## config.mk

```make
export PLATFORM = sky130hd
export DESIGN_NAME = gb3s_window
export DESIGN_NICKNAME = d
export VERILOG_FILES = /design/src/gb3s_pkg.sv /design/src/gb3s_window.sv
export SDC_FILE = /design/constraint.sdc
export NUM_CORES = 1
export LEC_CHECK = 0
export ABC_AREA = 1
export BUFFER_PORTS_ARGS = -buffer_cell sky130_fd_sc_hd__buf_2
export CORE_ASPECT_RATIO = 0.9
export CORE_MARGIN = 2
export CORE_UTILIZATION = 50
export DETAILED_ROUTE_END_ITERATION = 10
export PLACE_DENSITY = 0.78
export REMOVE_ABC_BUFFERS = 1
export SYNTH_ARGS = -nofsm -noshare
export SYNTH_HDL_FRONTEND = slang
export SYNTH_SLANG_ARGS = --single-unit
```

## constraint.sdc

```tcl
create_clock -name clk -period 6 [get_ports clk]
set_input_delay 0.9 -clock clk [delete_from_list [all_inputs] [get_ports clk]]
set_output_delay 0.9 -clock clk [all_outputs]
set_load 0.05 [all_outputs]
```

## src/gb3s_pkg.sv

```systemverilog
// Shared constants, word types and step codes for the 3x3 Gaussian blur stream unit.
`timescale 1ns / 1ps
`default_nettype none

package gb3s_pkg;

    // Frame limits and channel count.
    localparam int MAX_WIDTH   = 2048;
    localparam int MAX_HEIGHT  = 2048;
    localparam int CHANNELS    = 3;

    // Sample and pixel widths. A pixel holds red in the low byte, then green, then blue.
    localparam int SAMPLE_W    = 8;
    localparam int NUM_SAMPLES = 3;
    localparam int PIXEL_W     = NUM_SAMPLES * SAMPLE_W;
    localparam int SUM_W       = SAMPLE_W + 4;

    // Frame position counters and clamped dimensions.
    localparam int DIM_W       = 12;
    localparam int COL_W       = $clog2(MAX_WIDTH);
    localparam int ROW_W       = (MAX_HEIGHT > 1) ? $clog2(MAX_HEIGHT) : 1;
    localparam int WIDTH_W     = COL_W + 1;
    localparam int HEIGHT_W    = ROW_W + 1;

    // Configuration register indexes and reset values.
    localparam int CFG_IDX_W = 1;
    localparam logic [CFG_IDX_W-1:0] REG_IMAGE_WIDTH  = CFG_IDX_W'(0);
    localparam logic [CFG_IDX_W-1:0] REG_IMAGE_HEIGHT = CFG_IDX_W'(1);
    localparam logic [DIM_W-1:0]     RESET_WIDTH      = DIM_W'(1920);
    localparam logic [DIM_W-1:0]     RESET_HEIGHT     = DIM_W'(1080);

    // Input command codes.
    localparam logic CMD_PIXEL = 1'b0;
    localparam logic CMD_DRAIN = 1'b1;

    // Result queue.
    localparam int FIFO_DEPTH = 4;
    localparam int FIFO_PTR_W = $clog2(FIFO_DEPTH);
    localparam int FIFO_CNT_W = $clog2(FIFO_DEPTH + 1);

    typedef logic [PIXEL_W-1:0] pixel_t;

    typedef struct packed {
        logic                cmd;
        logic [SAMPLE_W-1:0] red_in;
        logic [SAMPLE_W-1:0] green_in;
        logic [SAMPLE_W-1:0] blue_in;
    } in_word_t;

    typedef struct packed {
        logic [SAMPLE_W-1:0] red_out;
        logic [SAMPLE_W-1:0] green_out;
        logic [SAMPLE_W-1:0] blue_out;
        logic                end_of_row;
        logic                end_of_frame;
        logic                last_of_step;
    } out_word_t;

    // What an accepted word does once its line store data is back.
    typedef enum logic [1:0] {
        STEP_NONE,
        STEP_FILL,
        STEP_PUSH,
        STEP_DRAIN
    } step_kind_t;

    typedef struct packed {
        step_kind_t       kind;
        logic [COL_W-1:0] col;
        logic             has_left;
        logic             wide_left;
        logic             row_end;
        pixel_t           pix;
    } step_t;

endpackage

`default_nettype wire

```

## src/gb3s_window.sv

```systemverilog
// Column window and the separable 3x3 kernel that forms up to two result words.
`timescale 1ns / 1ps
`default_nettype none

module gb3s_window (
    input  logic                 clk,
    input  logic                 rst_n,
    input  logic                 push,
    input  gb3s_pkg::step_t      step,
    input  gb3s_pkg::pixel_t     top,
    input  gb3s_pkg::pixel_t     mid,
    input  gb3s_pkg::pixel_t     bot,
    output gb3s_pkg::out_word_t  res0,
    output gb3s_pkg::out_word_t  res1,
    output logic [1:0]           res_count
);

    typedef struct packed {
        gb3s_pkg::pixel_t top;
        gb3s_pkg::pixel_t mid;
        gb3s_pkg::pixel_t bot;
    } column_t;

    // Vertical pass of the kernel: top + 2 * middle + bottom.
    function automatic logic [gb3s_pkg::SAMPLE_W+1:0] column_sum(
        input column_t col, input int unsigned ch);
        logic [gb3s_pkg::SAMPLE_W-1:0] t;
        logic [gb3s_pkg::SAMPLE_W-1:0] m;
        logic [gb3s_pkg::SAMPLE_W-1:0] b;
        t = col.top[ch*gb3s_pkg::SAMPLE_W +: gb3s_pkg::SAMPLE_W];
        m = col.mid[ch*gb3s_pkg::SAMPLE_W +: gb3s_pkg::SAMPLE_W];
        b = col.bot[ch*gb3s_pkg::SAMPLE_W +: gb3s_pkg::SAMPLE_W];
        return (gb3s_pkg::SAMPLE_W+2)'(t) + (gb3s_pkg::SAMPLE_W+2)'({m, 1'b0})
             + (gb3s_pkg::SAMPLE_W+2)'(b);
    endfunction

    // The two columns left of the incoming one; the incoming column is the third.
    column_t prev2_reg;
    column_t prev1_reg;
    column_t cur_col;

    logic [gb3s_pkg::SAMPLE_W-1:0] val_a [gb3s_pkg::NUM_SAMPLES];
    logic [gb3s_pkg::SAMPLE_W-1:0] val_b [gb3s_pkg::NUM_SAMPLES];

    gb3s_pkg::out_word_t res_a;
    gb3s_pkg::out_word_t res_b;
    logic                emits;

    assign cur_col = '{top: top, mid: mid, bot: bot};

    always_ff @(posedge clk or negedge rst_n)
    begin
        if (!rst_n)
        begin
            prev2_reg <= '0;
            prev1_reg <= '0;
        end
        else if (push)
        begin
            prev2_reg <= prev1_reg;
            prev1_reg <= cur_col;
        end
    end

    for (genvar c = 0; c < gb3s_pkg::NUM_SAMPLES; c++)
    begin : g_chan
        logic [gb3s_pkg::SAMPLE_W+1:0] s0, s1, s2, la, lb;
        logic [gb3s_pkg::SUM_W-1:0]    total_a, total_b;

        assign s0 = column_sum(prev2_reg, c);
        assign s1 = column_sum(prev1_reg, c);
        assign s2 = column_sum(cur_col, c);

        // Pixel left of the new column; at the left border the middle column repeats.
        assign la      = step.wide_left ? s0 : s1;
        assign total_a = gb3s_pkg::SUM_W'(la) + gb3s_pkg::SUM_W'({s1, 1'b0})
                       + gb3s_pkg::SUM_W'(s2);
        // Last pixel of the row; the right border repeats the new column.
        assign lb      = step.has_left ? s1 : s2;
        assign total_b = gb3s_pkg::SUM_W'(lb) + gb3s_pkg::SUM_W'({s2, 1'b0})
                       + gb3s_pkg::SUM_W'(s2);

        assign val_a[c] = (c < gb3s_pkg::CHANNELS) ? total_a[gb3s_pkg::SUM_W-1:4] : '0;
        assign val_b[c] = (c < gb3s_pkg::CHANNELS) ? total_b[gb3s_pkg::SUM_W-1:4] : '0;
    end

    always_comb
    begin
        emits = (step.kind == gb3s_pkg::STEP_PUSH) || (step.kind == gb3s_pkg::STEP_DRAIN);

        res_a.red_out      = val_a[0];
        res_a.green_out    = val_a[1];
        res_a.blue_out     = val_a[2];
        res_a.end_of_row   = 1'b0;
        res_a.end_of_frame = 1'b0;
        res_a.last_of_step = ~step.row_end;

        res_b.red_out      = val_b[0];
        res_b.green_out    = val_b[1];
        res_b.blue_out     = val_b[2];
        res_b.end_of_row   = 1'b1;
        res_b.end_of_frame = (step.kind == gb3s_pkg::STEP_DRAIN);
        res_b.last_of_step = 1'b1;

        res0      = step.has_left ? res_a : res_b;
        res1      = res_b;
        res_count = emits ? (2'(step.has_left) + 2'(step.row_end)) : 2'd0;
    end

endmodule

`default_nettype wire

```

# After elaboration in Yosys (flattened, before gate mapping)
# Cells that the tools add are included.
# op_classes
eq_ne	2
n_mux	8
addsub	31
bitwise_logic	1
n_reduce_logical	1
# ops
operator	count
$add 10x8->10	9
$add 8x9->10	9
$add 10x11->12	6
$add 12x10->12	6
$mux 10	6
$mux 27	1
$eq 2x2->1 const B	2
$add 1x1->2	1
$mux 2	1
$logic_or 1x1->1	1
$not 1->1	1
# word_totals
elab_cells	49
reg_bits	144
input_bits	115
out_inout_bits	56

# Depth between registers and ports, before layout
# Gate-level depths: netlist of run 1.
# depth
ltp_word	6
ltp_mapped	29
ltp_nobuf	29

# Worst setup path before layout of run 1
# OpenSTA, ideal clock, no wires.
# synth_timing
path_type	in2out
startpoint	in top[17]
endpoint	out res0[6] (netlist bit)
n_path_buf	0
required_ns	5.100
slack_ns	-0.195
cell_stages	20
arrival_ns	5.295
cell_sequence	inv_1 fa_1 inv_1 ha_1 inv_1 fa_1 inv_1 a31oi_1 xnor2_2 xnor2_1 inv_1 ha_1 a21o_2 ha_1 a21oi_1 a21boi_0 nand2_1 xor2_1 nand2_1 o21ai_1
# synth_lines
item	line	rtl
start: declaration	gb3s_window.sv:10	input gb3s_pkg::pixel_t top,
end: declaration	gb3s_window.sv:13	output gb3s_pkg::out_word_t res0,

==> results of run 1 <==
==> area by class of cell <==
class | count | area [um2] | area share, %
inverter | 358 | 1344 | 7.927
multi-input combinational | 1457 | 9977 | 58.85
clock inverter | 14 | 163.9 | 0.9669
sequential | 144 | 3603 | 21.26
clock buffer | 18 | 439.2 | 2.591
timing repair buffer | 158 | 920.9 | 5.432
tap | 403 | 504.2 | 2.974
==> worst max path at each step <==
stage | cells past startpoint | to | slack, ns | start
3_5_place_dp | 25 | res0[25] | 0.13 | top[1]
4_1_cts | 25 | res0[25] | 0.12 | top[1]
5_1_grt | 21 | res0[8] | -0.09 | prev1_reg[17]
2_1_floorplan | 18 | res0[3] | -0.30 | top[17]
3_3_place_gp | 25 | res0[25] | 0.17 | top[1]
6_report | 25 | res0[8] | 0.16 | top[17]
==> kinds of logic (layout without fill, tap and decap cells) <==
family,after synthesis,count (layout),share of synthesized area [%]
AND/OR/NAND/NOR,775,775,21.32
buffers and inverters,409,548,10.46
AO/OA/AOI/OAI,356,356,12.91
adder cells (fa/ha/maj),263,263,27.25
flip-flops,144,144,24.03
XOR/XNOR,59,59,3.871
multiplexers,2,2,0.1335
other,1,2,0.02501
==> synth_stat cells (2+ instances only) <==
cell / n
nand3_1: 94
o21ai_0: 145
nor2_1: 115
buf_1: 6
fa_1: 106
xor2_2: 4
nand3_2: 3
nand3b_1: 12
inv_2: 3
a31oi_1: 10
a221oi_1: 3
xnor2_1: 20
buf_2: 18
ha_1: 157
nand4_1: 20
clkbuf_1: 24
o21ai_1: 7
dfrtp_1: 144
xnor2_2: 2
xor2_1: 32
a31o_2: 2
or2_2: 4
nand2_1: 502
o21bai_1: 11
nor3_1: 12
a21oi_1: 144
inv_1: 355
a21o_1: 9
mux2i_1: 2
o21a_1: 3
buf_4: 3
a21boi_0: 8
o211ai_1: 5
and2_1: 12
o22ai_1: 3
==> layer usage <==
layer	GRT usage [%]	vias up	wire length, um
met5	0	-	0
met4	8.558	0	1140
met3	3.794	81	1818
met2	39.97	336	16980
met1	30.06	6198	16140
li1	-	6638	-
==> timing repair <==
action / in CTS / in global routing
endpoints found under the setup margin: 0 / 33
buffers inserted: 0 / 4
resized for setup: 0 / 59
==> stage by stage <==
step / instance area, um2 / util [%] / TNS [ns] / cells / hold WS, ns
finish: 16950 / 57.02 / 0 / 2552 / 0.4890
global route: 16950 / 57.02 / -0.1813 / 2552 / 0.5159
CTS: 16720 / 56.25 / 0 / 2548 / 0.4989
detailed placement: 16120 / 54.22 / 0 / 2516 / 0.4731
global placement: 16120 / 54.22 / 0 / 2516 / 0.4684
floorplan: 14780 / - / -1.470 / 1959 / 0.4474
==> worst max-delay path: stages <==
cell and delay, ns:
buf_2 0.09, inv_1 0.05, fa_1 0.53, inv_1 0.04, ha_1 0.19, inv_1 0.08, fa_2 0.27, inv_1 0.09
a31oi_1 0.26, xnor2_2 0.14, buf_4 0.18, xnor2_1 0.13, inv_1 0.06, ha_1 0.29, ha_1 0.37, nand2_1 0.13
inv_1 0.05, a21boi_0 0.29, nand2_1 0.14, nand2_1 0.11, nand2_1 0.07, nand2_1 0.07, nand3_1 0.08, nand2_1 0.08
buf_2 0.26
==> run_results.csv, run 1 <==
group,metric,value,unit
drt,viasPerCell,5.193,
clocking,clk_latency,0.43,ns
worst_setup_path,worstSetupStartpointType,"input port",
grt,grt_pass1_vias,13090,
yosys,yosysWarnings,0,
min_path,min_path_type,"reg2reg",
clocking,tritoncts,"yes",
drt,drc,0,
yosys,synth_cell_types,44,
sta,hold_viol,0,
clocking,clk_pin_slew_worst_paths,0.06,ns
sta,worst_slew_pin_slew,0.7754,ns
clocking,postCtsHoldBufs,0,
worst_setup_path,worstPathRequired,5.10,ns
sta,rsz0062_at_grt,"yes",
yosys,synthFlopType,"dfrtp_1",
drt,drt_wl_total,36.08,mm
floorplan,die_w,186.6,um
cells_and_area,num_antenna_cells,0,
sta,min_period,5.839,ns
grt,grtUsageTotal,23.38,%
drt,vias,13250,
clocking,htreeDepth,4,
yosys,yosysTopAreaCell,"dfrtp_1",
grt,grt_start_max_net_pins,128,
outcome,status,"completed",
sta,setup-violations-final,0,
floorplan,die-area,31400,um2
grt,grt-ovfl-total,0,
yosys,synthCells,2009,
cells_and_area,drive_gt1_share,11.07,%
yosys,yosys-top-cells-area,"dfrtp_1 24%, fa_1 14%, ha_1 13%",
cells_and_area,fillers,2797,
cells_and_area,nNetsFinal,2514,
yosys,ys_ff_latch,144,
yosys,syn_avg_cell_area,7.465,um2
clocking,cts-root-buf,"clkbuf_16",
sta,clock_skew,0.007246,ns
worst_setup_path,r2r_end,"prev1_reg[51]",
sta,fin_ws,0.1615,ns
grt,antenna_found_initial,0,
clocking,cts.sinks,144,
yosys,netlist.area_leader.share,24.03,%
worst_setup_path,r2r_cells,2,
sta,fmax,171.3,MHz
place,dpl.hpwl,28.89,mm
yosys,synth_edf_count,0,
worst_setup_path,worstPathArrival,4.94,ns
sta,relSlewSlack,48.30,%
sta,period_share,97.31,%
min_path,hp-start,"prev1_reg[65]",
drt,drtIter0Drc,828,
grt,grt_pass1_wl,60.51,mm
yosys,async_flop_share,100.0,%
min_path,holdPathEnd,"prev2_reg[65]",
floorplan,initial_core_util,50.45,%
place,place_ws,0.1328,ns
floorplan,die_height,168.3,um
worst_setup_path,cp-end-kind,"primary output",
clocking,clockBufferDepth,2,
floorplan,coreArea,29730,um2
cells_and_area,final_cell_mix,"502 x nand2_1, 354 x inv_1, 148 x ha_1",
cells_and_area,layout_commonest_cell,"nand2_1",
place,gp_congestion,0.8800,
place,portBuffers,133,
worst_setup_path,crit_type,"in2out",
worst_setup_path,regToRegSetupSlack,5.20,ns
sta,final_max_slew_viol_count,0,
yosys,yosysSeqAreaShare,24.03,%
run,maxCapViolations,0,
worst_setup_path,r2r-start,"prev1_reg[51]",
drt,ant_nets,0,
cells_and_area,area_growth,13.04,%
drt,first_pass_iters,5,
min_path,whs_path_depth,2,
floorplan,io_pins,171,
clocking,cts-buffers-inserted,17,
drt,wl_per_cell,14.14,um
floorplan,rows,60,
yosys,syn-cell-area,15000,um2
worst_setup_path,path_max_fanout,7,
Power of run 1 is not shown: default switching activity piles up to over one toggle a cycle in this logic, so the estimate is an artifact.
==> inputs of run 2 (changes only) <==
CORE_MARGIN = not set   (was 2)
CORE_UTILIZATION = 45   (was 50)
PLACE_DENSITY = 0.72   (was 0.78)
==> run_results.csv, run 2 (same netlist as run 1, synthesis figures left out) <==
group,metric,value,unit
clocking,clk_latency,0.43,ns
sta,relSlewSlack,31.72,%
sta,fin_ws,0.2222,ns
cells_and_area,utilization,52.03,%
place,place_ws,0.06657,ns
sta,final_max_slew_viol_count,0,
floorplan,initial_core_util,45.62,%
worst_setup_path,crit_path_frequent_cell,"nand2_1",
sta,clock_skew,0.005873,ns
cells_and_area,final_cell_mix,"498 x nand2_1, 354 x inv_1, 147 x ha_1",
place,dpl.hpwl,29.45,mm
drt,drt_wl_total,36.73,mm
clocking,cts-buffers-inserted,17,
clocking,tritoncts,"yes",
clocking,clockBufferDepth,2,
sta,setup-violations-final,0,
sta,period_share,96.30,%
grt,grt-ovfl-total,0,
outcome,status,"completed",
cells_and_area,area_growth,14.05,%
worst_setup_path,critPathBufInv,5,
sta,hold_viol,0,
drt,vias,13070,
grt,grt_start_max_net_pins,272,
floorplan,rows,63,
run,maxCapViolations,0,
clocking,htreeDepth,4,
worst_setup_path,path_max_fanout,4,
cells_and_area,layout_commonest_cell,"nand2_1",
grt,grt_pass1_vias,12980,
sta,fmax,173.1,MHz
worst_setup_path,worstPathRequired,5.10,ns
drt,viasPerCell,5.065,
worst_setup_path,cp_top_family,"adder cells",
clocking,cts-root-buf,"clkbuf_16",
drt,drc,0,
floorplan,die-area,34060,um2
grt,grtUsageTotal,22.13,%
worst_setup_path,worstSetupStartpointType,"input port",
worst_setup_path,worstPathArrival,4.88,ns
drt,drtIter0Drc,696,
clocking,cts.sinks,144,
drt,wl_per_cell,14.24,um
drt,ant_nets,0,
sta,min_period,5.778,ns
floorplan,die_w,194.4,um
worst_setup_path,critical_path.cell_chain,"buf_2 -> fa_1 -> ha_4 -> inv_1 -> o21bai_1 -> a21oi_1 -> nand2_1 -> xor2_2 -> o21ai_0 -> fa_1 -> inv_1 -> ha_1 -> nand2_1 -> nor3_1 -> nand2_1 -> nand2_2 -> xor2_1 -> nand2_1 -> o21ai_0 -> buf_4 -> buf_4",
grt,antenna_found_initial,5,
sta,rsz0062_at_grt,"yes",
worst_setup_path,cp-end-kind,"primary output",
worst_setup_path,crit_type,"in2out",
min_path,min_path_type,"reg2reg",
place,placed_area,16190,um2
clocking,clk_pin_slew_worst_paths,0.06,ns
cells_and_area,design_area,17100,um2
floorplan,io_pins,171,
worst_setup_path,critPathSlowestCell,"fa_1",
floorplan,coreArea,32870,um2
floorplan,die_height,175.2,um
cells_and_area,drive_gt1_share,11.43,%
cells_and_area,nNetsFinal,2518,
worst_setup_path,slowest_delay,0.56,ns
sta,worst_slew_pin_slew,1.024,ns
place,gp_congestion,0.9174,
drt,first_pass_iters,5,
grt,grt_pass1_wl,61.26,mm
place,portBuffers,133,
==> run 2: changes by cell type in the layout (fill, tap and decap cells not counted), sizes merged <==
cell	previous run	this run
buf	152	155
bufinv	3	4
clkbuf	24	27
clkinv	7	2
clkinvlp	3	4
diode	0	5
inv	359	360
==> run 2: metal layers <==
metal	wire (um)	track usage, %	share of wire, %
met1	17180	28.84	47
met2	17200	37.37	47
met3	1627	3.995	4.4
met4	705	6.647	1.9
met5	10	0	0.027
==> run 2: repair_timing <==
item,in CTS,in global routing
setup endpoints to repair,0,25
gates resized for setup,0,75
buffers inserted,0,3
hold buffers,0,0
==> run 2: final cells by class <==
class                      instances  area [um2]
antenna                            5       12.51
clock buffer                      20       446.7
clock inverter                    12       181.4
fill                            3165       15770
inverter                         358        1344
multi-input combinational       1457       10010
sequential                       144        3603
tap                              422       528.0
timing repair buffer             162       975.9
==> run 2: per-stage QoR <==
stage | setup TNS [ns] | std cells | hold WS (ns)
finish | 0 | 2580 | 0.4831
global route | -0.08424 | 2578 | 0.5256
CTS | 0 | 2572 | 0.4879
detailed placement | 0 | 2540 | 0.4707
global placement | 0 | 2540 | 0.4633
floorplan | -1.470 | 1959 | 0.4474
==> run 2: worst min-delay path, delay by kind of cell (launching register included) <==
family           cells  cell delay [ns]
AO/OA/AOI/OAI        1             0.06
AND/OR/NAND/NOR      1             0.05
flip-flops           1             0.34
==> run 2: worst paths after layout <==
| kind | startpoint | to | slack (ns) | cells after the start |
|---|---|---|---|---|
| setup reg to reg | prev1_reg[35] | prev1_reg[35] | 5.25 | 2 |
| hold / removal | prev1_reg[65] | prev2_reg[65] | 0.48 | 2 |
| setup / recovery | top[5] | res0[22] | 0.22 | 21 |
| max in group asynchronous | rst_n | prev1_reg[30] | 4.29 | 2 |
| min in group asynchronous | rst_n | prev1_reg[32] | 0.53 | 1 |
| hold reg to reg | prev1_reg[65] | prev2_reg[65] | 0.48 | 2 |
Power of run 2 is left out for the same reason.
==> inputs of run 3 (changes only) <==
ABC_AREA = not set   (was 1)
CORE_UTILIZATION = 50   (was 45)
PLACE_DENSITY = 0.78   (was 0.72)
==> run_results.csv, run 3 <==
group,metric,value,unit
outcome,status,"complete, but fails checks",
outcome,violations,"setup timing",
cells_and_area,area_growth,26.95,%
floorplan,rows,57,
yosys,synthFlopType,"dfrtp_1",
floorplan,initial_core_util,51.07,%
worst_setup_path,critical_path.cell_chain,"buf_2 -> inv_2 -> fa_1 -> inv_2 -> ha_4 -> inv_2 -> fa_2 -> nor2b_2 -> o21ai_2 -> a21boi_4 -> o21ai_2 -> a21boi_4 -> buf_6 -> xor2_1 -> ha_1 -> ha_4 -> nand2_4 -> nor2_4 -> a211oi_4 -> a31oi_4 -> or4_4 -> and4_1 -> buf_6",
sta,setup-violations-final,4,
sta,fin_ws,-0.2186,ns
worst_setup_path,cp-end-kind,"primary output",
yosys,synthCells,1317,
sta,min_period,6.219,ns
yosys,yosysSeqAreaShare,26.11,%
place,gp_congestion,0.8546,
clocking,tritoncts,"yes",
grt,grtUsageTotal,23.71,%
clocking,htreeDepth,4,
yosys,yosysTopAreaCell,"dfrtp_1",
grt,grt_start_max_net_pins,116,
clocking,cts-buffers-inserted,17,
drt,vias,10660,
drt,viasPerCell,5.472,
yosys,yosysWarnings,0,
worst_setup_path,critPathSlowestCell,"or4_4",
drt,ant_nets,0,
yosys,synth_cell_types,59,
floorplan,coreArea,27030,um2
sta,final_max_slew_viol_count,0,
clocking,clockBufferDepth,2,
grt,grt-ovfl-total,0,
sta,tns,-0.4885,ns
cells_and_area,final_cell_mix,"160 x mux2_2, 144 x dfrtp_1, 140 x ha_1",
yosys,yosys-top-cells-area,"dfrtp_1 26%, fa_1 15%, ha_1 14%",
cells_and_area,nNetsFinal,1960,
cells_and_area,num_antenna_cells,0,
place,portBuffers,133,
yosys,async_flop_share,100.0,%
worst_setup_path,worstPathArrival,5.32,ns
floorplan,io_pins,171,
clocking,clk_latency,0.44,ns
grt,grt_pass1_vias,11120,
drt,drtIter0Drc,515,
grt,grt_pass1_wl,53.36,mm
clocking,cts.sinks,144,
sta,worst_slew_pin_slew,1.002,ns
cells_and_area,drive_gt1_share,39.50,%
floorplan,die_height,159.6,um
worst_setup_path,crit_type,"in2out",
place,dpl.hpwl,24.92,mm
grt,antenna_found_initial,0,
drt,first_pass_iters,5,
sta,rsz0062_at_grt,"yes",
worst_setup_path,crit_path_frequent_cell,"inv_2",
place,place_ws,-0.6481,ns
sta,relSlewSlack,33.18,%
sta,fmax,160.8,MHz
worst_setup_path,worstSetupStartpointType,"input port",
worst_setup_path,path_max_fanout,6,
drt,wl_per_cell,17.10,um
yosys,synth_most_common_cell,"mux2_2",
clocking,clk_pin_slew_worst_paths,0.07,ns
sta,period_share,103.6,%
clocking,cts-root-buf,"clkbuf_16",
yosys,ys_ff_latch,144,
yosys,synth_edf_count,0,
sta,hold_viol,0,
drt,drc,0,
worst_setup_path,worstPathRequired,5.10,ns
worst_setup_path,slowest_delay,0.53,ns
yosys,synth_common_cells,"162 x mux2_2, 157 x ha_1, 145 x inv_1, 144 x dfrtp_1, 106 x fa_1",
floorplan,die-area,28280,um2
cells_and_area,layout_commonest_cell,"mux2_2",
clocking,postCtsHoldBufs,0,
floorplan,die_w,177.1,um
yosys,syn-cell-area,13800,um2
yosys,netlist.area_leader.share,26.11,%
yosys,syn_avg_cell_area,10.48,um2
drt,drt_wl_total,33.33,mm
sta,clock_skew,0.01065,ns
cells_and_area,utilization,64.83,%
run,maxCapViolations,0,
min_path,min_path_type,"reg2reg",
[run 3: changes by cell type after synthesis, moves of 12 or more]
| cell | before | now |
|---|---|---|
| inv_1 | 355 | 145 |
| nand3b_1 | 12 | 0 |
| o21ai_0 | 145 | 66 |
| a21o_1 | 9 | 40 |
| nand3_1 | 94 | 7 |
| a21oi_1 | 144 | 48 |
| nand4_1 | 20 | 7 |
| nor2_1 | 115 | 68 |
| nand2_1 | 502 | 54 |
| xnor2_1 | 20 | 53 |
| buf_2 | 18 | 0 |
| mux2_2 | 0 | 162 |
| nor2b_1 | 0 | 17 |
[run 3: path summary, 6_finish.rpt]
path | from | slack, ns | end | depth (start not counted)
setup reg to reg | prev1_reg[21] | 5.18 | prev2_reg[21] | 1
hold reg to reg | prev1_reg[57] | 0.49 | prev2_reg[57] | 2
max in group asynchronous | rst_n | 4.20 | prev2_reg[26] | 2
setup / recovery | bot[17] | -0.22 | res0[9] | 23
min in group asynchronous | rst_n | 0.50 | prev1_reg[65] | 1
hold / removal | prev1_reg[57] | 0.49 | prev2_reg[57] | 2
[run 3: worst max-delay path, delay by kind of cell]
kind | cells | cell delay (ns)
AO/OA/AOI/OAI | 6 | 1.11
buffers and inverters | 6 | 0.57
adder cells (fa/ha/maj) | 5 | 1.57
AND/OR/NAND/NOR | 5 | 1.00
XOR/XNOR | 1 | 0.15
[run 3: timing repair]
| action | CTS | global route |
|---|---|---|
| endpoints found under the setup margin | 30 | 36 |
| resized for setup | 86 | 171 |
| pin swaps | 28 | 73 |
| setup buffers | 4 | 10 |
[run 3: stage by stage]
step                hold WS, ns  std cells  instance area, um2
finish                   0.4892       1949               17520
global route             0.5393       1949               17520
CTS                      0.4948       1939               16750
detailed placement       0.4743       1903               15820
global placement         0.4643       1903               15820
floorplan                0.4474       1285               13670
[run 3: layout make-up]
type / count / area, um2
multi-input cells: 996 / 10380
well taps: 354 / 442.9
fillers: 2051 / 9507
repair buffers: 278 / 1973
clock buffers: 17 / 425.4
clock inverters: 15 / 151.4
flip-flops and latches: 144 / 3603
inverters: 145 / 549.3
[run 3: kinds of logic after synthesis]
logic type	after synthesis	share of synthesized area, %
buffers and inverters	178	4.949
muxes	173	14.04
and+or+nand+nor	209	7.234
AOI/OAI and AO/OA	258	12.26
other	1	0.02717
adders and majority gates	263	29.60
DFF	144	26.11
xor gates and xnor gates	91	5.774
[run 3: metal layers]
metal / vias up / track usage (%) / part of all wire, %
met5: - / 0 / 0
met4: 0 / 7.132 / 2.3
met3: 53 / 4.452 / 3.2
met2: 207 / 40.63 / 51
met1: 5310 / 30.19 / 43
li1: 5094 / - / -
Power of run 3 is left out for the same reason.
